`config.mk`:
```
export PLATFORM = sky130hd
export DESIGN_NAME = dual_drive_slew_limiter
export DESIGN_NICKNAME = d
export VERILOG_FILES = /design/src/hdl/ddsl_pkg.sv /design/src/hdl/ddsl_cfg_regs.sv /design/src/hdl/ddsl_side.sv /design/src/hdl/dual_drive_slew_limiter.sv
export SDC_FILE = /design/constraint.sdc
export NUM_CORES = 1
export LEC_CHECK = 0
export BUFFER_PORTS_ARGS = -buffer_cell sky130_fd_sc_hd__buf_2
export CAP_MARGIN = 20
export CORE_UTILIZATION = 52
export DETAILED_ROUTE_END_ITERATION = 6
export HOLD_SLACK_MARGIN = 0.1
export MAX_ROUTING_LAYER = met4
export PLACE_DENSITY_LB_ADDON = 0.3
export SYNTH_ARGS = -nofsm -noshare
export SYNTH_HDL_FRONTEND = slang
export SYNTH_HIERARCHICAL = 1
export SYNTH_SLANG_ARGS = --single-unit
```
`constraint.sdc`:
```
create_clock -name clk -period 9 [get_ports clk]
set_input_delay 0.9 -clock clk [delete_from_list [all_inputs] [get_ports clk]]
set_output_delay 0.9 -clock clk [all_outputs]
set_load 0.05 [all_outputs]
```
`src/hdl/ddsl_pkg.sv`:
```
`timescale 1ns / 1ps
// Dual drive slew limiter package: request, result and register types,
// register indexes and zone constants.
// No dependencies.
package ddsl_pkg;

	typedef struct packed {
		logic signed [7:0] main_left;
		logic signed [7:0] assist_left;
		logic signed [7:0] main_right;
		logic signed [7:0] assist_right;
	} ddsl_tick_t;

	typedef struct packed {
		logic signed [7:0] left_drive;
		logic signed [7:0] right_drive;
	} ddsl_drive_t;

	typedef struct packed {
		logic [6:0] normal_step;
		logic [6:0] fast_step;
		logic [6:0] null_band;
	} ddsl_cfg_t;

	localparam int unsigned CFG_IDX_W  = 2;
	localparam int unsigned CFG_DATA_W = 7;

	localparam logic [CFG_IDX_W-1:0] CFG_NORMAL_STEP = 2'd0;
	localparam logic [CFG_IDX_W-1:0] CFG_FAST_STEP   = 2'd1;
	localparam logic [CFG_IDX_W-1:0] CFG_NULL_BAND   = 2'd2;

	localparam logic [6:0] RST_NORMAL_STEP = 7'd10;
	localparam logic [6:0] RST_FAST_STEP   = 7'd20;
	localparam logic [6:0] RST_NULL_BAND   = 7'd15;

	localparam logic signed [7:0] ASSIST_BAND = 8'sd15;
	localparam logic signed [9:0] OUTER_ZONE  = 10'sd30;
	localparam logic signed [9:0] INNER_ZONE  = 10'sd10;
	localparam logic signed [9:0] LIMIT_POS   = 10'sd127;
	localparam logic signed [9:0] LIMIT_NEG   = -10'sd127;

endpackage

```
`src/hdl/ddsl_cfg_regs.sv`:
```
`timescale 1ns / 1ps
// Configuration registers of the slew limiter: normal step, fast step, null band.
// Depends on ddsl_pkg.
module ddsl_cfg_regs (
	input  logic                               clk,
	input  logic                               arst_n,
	input  logic                               cfg_we,
	input  logic [ddsl_pkg::CFG_IDX_W-1:0]     cfg_index,
	input  logic [ddsl_pkg::CFG_DATA_W-1:0]    cfg_data,
	output ddsl_pkg::ddsl_cfg_t                cfg
);
	import ddsl_pkg::*;

	ddsl_cfg_t cfg_q;

	always_ff @(posedge clk or negedge arst_n) begin
		if (!arst_n) begin
			cfg_q.normal_step <= RST_NORMAL_STEP;
			cfg_q.fast_step   <= RST_FAST_STEP;
			cfg_q.null_band   <= RST_NULL_BAND;
		end else if (cfg_we) begin
			unique case (cfg_index)
				CFG_NORMAL_STEP: cfg_q.normal_step <= cfg_data;
				CFG_FAST_STEP:   cfg_q.fast_step   <= cfg_data;
				CFG_NULL_BAND:   cfg_q.null_band   <= cfg_data;
				default: ;
			endcase
		end
	end

	assign cfg = cfg_q;

endmodule

```
`src/hdl/ddsl_side.sv`:
```
`timescale 1ns / 1ps
// Next drive level of one side: request selection, zone ramp, null band, saturation.
// Depends on ddsl_pkg.
module ddsl_side (
	input  ddsl_pkg::ddsl_cfg_t cfg,
	input  logic signed [7:0]   main_val,
	input  logic signed [7:0]   assist_val,
	input  logic signed [7:0]   level,
	output logic signed [7:0]   next_level
);
	import ddsl_pkg::*;

	logic signed [7:0] req;
	logic signed [9:0] lvl_w;
	logic signed [9:0] req_w;
	logic signed [9:0] mag_w;
	logic signed [9:0] normal_w;
	logic signed [9:0] fast_w;
	logic signed [9:0] band_w;
	logic signed [9:0] up_c;
	logic signed [9:0] nxt;

	always_comb begin
		req = (main_val <= ASSIST_BAND && main_val >= -ASSIST_BAND) ? assist_val : main_val;
		lvl_w    = {{2{level[7]}}, level};
		req_w    = {{2{req[7]}}, req};
		mag_w    = req_w[9] ? -req_w : req_w;
		normal_w = {3'b000, cfg.normal_step};
		fast_w   = {3'b000, cfg.fast_step};
		band_w   = {3'b000, cfg.null_band};
		up_c     = lvl_w + ((lvl_w > INNER_ZONE || lvl_w < -INNER_ZONE) ? fast_w : normal_w);

		if (lvl_w >= OUTER_ZONE) begin
			nxt = (req_w > lvl_w) ? lvl_w + normal_w : req_w;
		end else if (lvl_w <= -OUTER_ZONE) begin
			nxt = (req_w < lvl_w) ? lvl_w - normal_w : req_w;
		end else if (req_w > lvl_w && up_c <= req_w) begin
			nxt = up_c;
		end else begin
			nxt = req_w;
		end

		if (mag_w < band_w) begin
			nxt = '0;
		end
		if (nxt > LIMIT_POS) begin
			nxt = LIMIT_POS;
		end
		if (nxt < LIMIT_NEG) begin
			nxt = LIMIT_NEG;
		end
		next_level = nxt[7:0];
	end

endmodule

```
`src/hdl/dual_drive_slew_limiter.sv`:
```
`timescale 1ns / 1ps
// Dual drive slew limiter top level: input register, per-side ramp logic, result register.
// Depends on ddsl_pkg, ddsl_cfg_regs and ddsl_side.
//
// Takes one tick request per clock cycle while tick_stall is low and returns one
// pair of drive levels per tick, through the input register and then the result
// register. The held left and right levels update in the same cycle a tick
// leaves the input register for the result register, so the next tick
// already ramps from them. A stalled result holds the input register; the
// tick side is stalled only while both registers are full. Configuration
// writes take effect on the next tick that is processed.
module dual_drive_slew_limiter (
	input  logic                             clk,
	input  logic                             arst_n,
	input  logic                             tick_valid,
	output logic                             tick_stall,
	input  ddsl_pkg::ddsl_tick_t             tick,
	output logic                             drive_valid,
	input  logic                             drive_stall,
	output ddsl_pkg::ddsl_drive_t            drive,
	input  logic                             cfg_we,
	input  logic [ddsl_pkg::CFG_IDX_W-1:0]   cfg_index,
	input  logic [ddsl_pkg::CFG_DATA_W-1:0]  cfg_data
);
	import ddsl_pkg::*;

	ddsl_cfg_t         cfg;
	ddsl_tick_t        tick_s1;
	logic              valid_s1;
	ddsl_drive_t       drive_s2;
	logic              valid_s2;
	logic signed [7:0] left_level_q;
	logic signed [7:0] right_level_q;
	logic signed [7:0] left_next;
	logic signed [7:0] right_next;
	logic              adv;
	logic              accept;

	ddsl_cfg_regs u_cfg (
		.clk       (clk),
		.arst_n    (arst_n),
		.cfg_we    (cfg_we),
		.cfg_index (cfg_index),
		.cfg_data  (cfg_data),
		.cfg       (cfg)
	);

	ddsl_side u_left (
		.cfg        (cfg),
		.main_val   (tick_s1.main_left),
		.assist_val (tick_s1.assist_left),
		.level      (left_level_q),
		.next_level (left_next)
	);

	ddsl_side u_right (
		.cfg        (cfg),
		.main_val   (tick_s1.main_right),
		.assist_val (tick_s1.assist_right),
		.level      (right_level_q),
		.next_level (right_next)
	);

	assign adv        = !valid_s2 || !drive_stall;
	assign tick_stall = valid_s1 && !adv;
	assign accept     = tick_valid && !tick_stall;

	always_ff @(posedge clk or negedge arst_n) begin
		if (!arst_n) begin
			valid_s1      <= 1'b0;
			valid_s2      <= 1'b0;
			left_level_q  <= '0;
			right_level_q <= '0;
		end else begin
			if (accept) begin
				valid_s1 <= 1'b1;
			end else if (adv) begin
				valid_s1 <= 1'b0;
			end
			if (adv) begin
				valid_s2 <= valid_s1;
			end
			if (adv && valid_s1) begin
				left_level_q  <= left_next;
				right_level_q <= right_next;
			end
		end
	end

	always_ff @(posedge clk) begin
		if (accept) begin
			tick_s1 <= tick;
		end
		if (adv && valid_s1) begin
			drive_s2.left_drive  <= left_next;
			drive_s2.right_drive <= right_next;
		end
	end

	assign drive_valid = valid_s2;
	assign drive       = drive_s2;

endmodule

```
==> metrics.log <==
[metrics] measured slew at the worst slew-check pin: 0.943 ns
[metrics] number of design rule violations left after detail routing: 0
[metrics] library cells used by synthesis: roughly 110
[metrics] Cell Rows: 45
[metrics] placed wire-length estimate: around 17000 um
[metrics] initial cell density of the core: approximately 54%
[metrics] Max H-tree Level: 3
[metrics] final layout net count: 1087
[metrics] detailed-route vias per instance: roughly 6.1
[metrics] cts-stage hold buffer count: 0
[metrics] leading cell types by total area after synthesis: edfxtp_1, ha_1, dfrtp_1
[metrics] worst ir drop on vdd: about 0.00024 V
[metrics] post-layout min period: 7.82 ns
[metrics] # Max-Cap Violations: 0
[metrics] All-Layer GR Usage: between 20 and 30%
[metrics] vias in the first global route: about 6800
[metrics] area added between synthesis and finish: 9.35%
[metrics] Initial DRT Pass Iterations: 5
[metrics] Post-Route Hold Slack: about 0.48 ns
[metrics] status: finished clean
[metrics] global-route wire length before repair: approximately 35000 um
[metrics] maximum clock skew at final layout: 0.0106 ns
[metrics] Setup crit start kind: flip-flop
[metrics] number of setup buffers added after CTS: 0
[metrics] total standard cell area after synthesis: around 0.0084 mm2
[metrics] horizontal extent of the die: 129 um
[metrics] count of final setup violators: 0
[metrics] post-placement cell area: just under 0.009 mm2
[metrics] Synth Register Bits: 87
[metrics] post-synth top area share: 17.2%
[metrics] cell accounting for the most synthesized area: edfxtp_1
[metrics] Via Count: 7045
[metrics] sequential fraction of the synthesis area: 29.0%
[metrics] clock buffers created by TritonCTS: 9
[metrics] worst slew slack as a fraction of its limit: a little under two fifths
[metrics] crit-path max FO: 13
[metrics] Hold Path Class: reg2reg
[metrics] Crit path arrival time: ~8 ns
[metrics] Post-Synthesis Net Count: approximately 1000
[metrics] accumulated negative setup slack: 0 ns
[metrics] Power, Total: 0.00376 W
[metrics] power density normalized to cell area: about 410 mW/mm2
[metrics] residual antenna-violating net count after detailed routing: 0
[metrics] most repeated cell in the gate-level netlist after synthesis: ha_1
[metrics] worst-case clock buffer depth: 2
[metrics] share of layout cells above drive strength 1: 19.7%
[metrics] clock slew at reported path FFs: about 0.07 ns
[metrics] critical setup path kind: reg2reg
[metrics] number of antenna violations at the first check in global routing: 0
[metrics] count of input and output buffers: 63
[metrics] Final Max Slew Viols: 0
[metrics] wire length reported by the detailed router: approximately 22000 um
[metrics] Routed WL per cell: 18.7 um
[metrics] number of synthesized flops with an enable pin: 48
[metrics] RSZ-0062 raised after global routing: no
[metrics] post-route fraction of the period consumed by the critical path: 86.9%
[metrics] Resized cells post-CTS: 0
[metrics] number of synthesis warnings: 6
[metrics] clock tree sinks: 87
[metrics] average footprint of a synthesized cell: around 9.4 um2
[metrics] placeable core region: roughly 0.015 mm2
[metrics] area of the die: about 0.017 mm2
[metrics] share of the core filled with cells in the final layout: ~59%
[metrics] fraction of registers with async set/reset: about 45%
[metrics] remaining global-route overflow: 0
[metrics] top cells by count, synth: ha_1, inv_1, a21oi_1
[metrics] RD Place Congestion: 0.991
[metrics] insertion delay of the later-clocked pin in the worst-skew pair: around 0.35 ns
[metrics] TritonCTS clock tree: yes
[metrics] most used flip-flop cell after synthesis: edfxtp_1
[metrics] Hold Fails Final Rpt: 0
[metrics] cell count after synthesis: 889
[metrics] chip height: approximately 130 um
[metrics] Root Driver: clkbuf_16
[metrics] total leakage power: ~4 nW
[metrics] DRC violation total after the first TritonRoute iteration: 671
[metrics] critical path capture point type: flip-flop
[metrics] Layout fillers: about 1400
[metrics] Ports: 64
[metrics] maximum number of pins on one net before global-route repair: 40
[metrics] design area: 0.00915 mm2
[metrics] maximum frequency from static timing analysis: roughly 130 MHz
[metrics] Crit path required time: a little over 9 ns
[metrics] # diodes: 0
## cell usage in the layout (no fill, tap or decap), types with 9 or more instances in the layout
cell	count
a21oi_1	71
a21o_1	14
nand2_1	51
nor3_1	16
o21ai_0	47
ha_1	94
o31ai_1	13
xnor2_1	28
nor2_1	70
o211ai_1	14
nand3_1	10
mux2_4	10
clkbuf_16	9
a211oi_1	10
mux2_2	32
o21a_1	11
edfxtp_1	48
mux2i_1	9
inv_1	80
buf_2	63
dfrtp_1	31
## metal layers
layer  GRT usage, %  vias up  wire length, um
li1               -     3422                -
met1           35.1     3307             9370
met2           45.1      258            10300
met3           4.03       58             1130
met4           12.7        0              768
met5              -        -                0
## power by group
| part | total [W] | switching [W] | internal [W] |
|---|---|---|---|
| logic | 0.00263 | 0.00160 | 0.00103 |
| registers | 0.000720 | 0.000146 | 0.000574 |
| clock network | 0.000409 | 0.000163 | 0.000246 |
## sequential cells by signal, indices dropped and copies added, names as in the netlist
| signal | flops |
|---|---|
| drive | 16 |
| drive_valid | 1 |
| left_level_q | 8 |
| right_level_q | 8 |
| tick_s1 | 32 |
| u_cfg/cfg | 21 |
| valid_s1 | 1 |
## kinds of logic (layout without fill, tap and decap cells)
kind of cell | count (synthesis) | after routing | share of synthesized area (%)
adders and majority gates | 100 | 100 | 15.5
DFF | 87 | 87 | 29.0
muxes | 52 | 52 | 7.34
AOI/OAI and AO/OA | 277 | 277 | 23.7
and+or+nand+nor | 229 | 229 | 15.2
xor gates and xnor gates | 35 | 35 | 3.66
buffers and inverters | 109 | 166 | 5.49
## path summary, 6_finish.rpt
kind / from / end / slack [ns] / depth (start not counted)
max: right_level_q[5] / right_level_q[0] / 1.18 / 26
min: valid_s1 / drive_valid / 0.48 / 1
max reg2reg: right_level_q[5] / right_level_q[0] / 1.18 / 26
min reg2reg: valid_s1 / drive_valid / 0.48 / 1
max in group asynchronous: arst_n / valid_s1 / 7.71 / 1
min in group asynchronous: arst_n / u_cfg/cfg[4] / 0.69 / 1
## critical path: stages, from the launching register on
cell and delay [ns]:
dfrtp_1 0.47, or2_2 0.37, nor3_1 0.14, o21ai_0 0.11, o41a_1 0.26, o21ai_0 0.39, ha_1 0.32, a211oi_1 0.26
o21bai_1 0.13, a2111oi_0 0.78, nor3_1 0.16, xnor2_1 0.22, ha_1 0.27, inv_1 0.08, o221ai_1 0.12, a2111oi_0 0.67
o21a_1 0.42, mux2i_1 0.12, a221oi_1 0.40, and4_1 0.26, a41o_1 0.17, ha_1 0.28, inv_1 0.10, o311ai_1 0.12
and2_1 0.26, or4_1 0.53, mux2_4 0.28
## cell type report
| type | instances | area (um2) | share of cell area, % |
|---|---|---|---|
| clock buffer | 9 | 225 | 2.46 |
| inverter | 85 | 322 | 3.52 |
| timing repair buffer | 65 | 330 | 3.61 |
| multi-input combinational | 693 | 5480 | 59.9 |
| sequential | 87 | 2430 | 26.5 |
| clock inverter | 7 | 100 | 1.09 |
| tap | 211 | 264 | 2.89 |
## through the flow
step	cells	setup WS [ns]
final	1157	1.18
after global routing	1157	0.544
after CTS	1157	1.35
after detailed placement	1141	1.40
after global placement	1141	1.58
after floorplan	889	1.99
No activity file was read; power rests on OpenSTA's default activity.
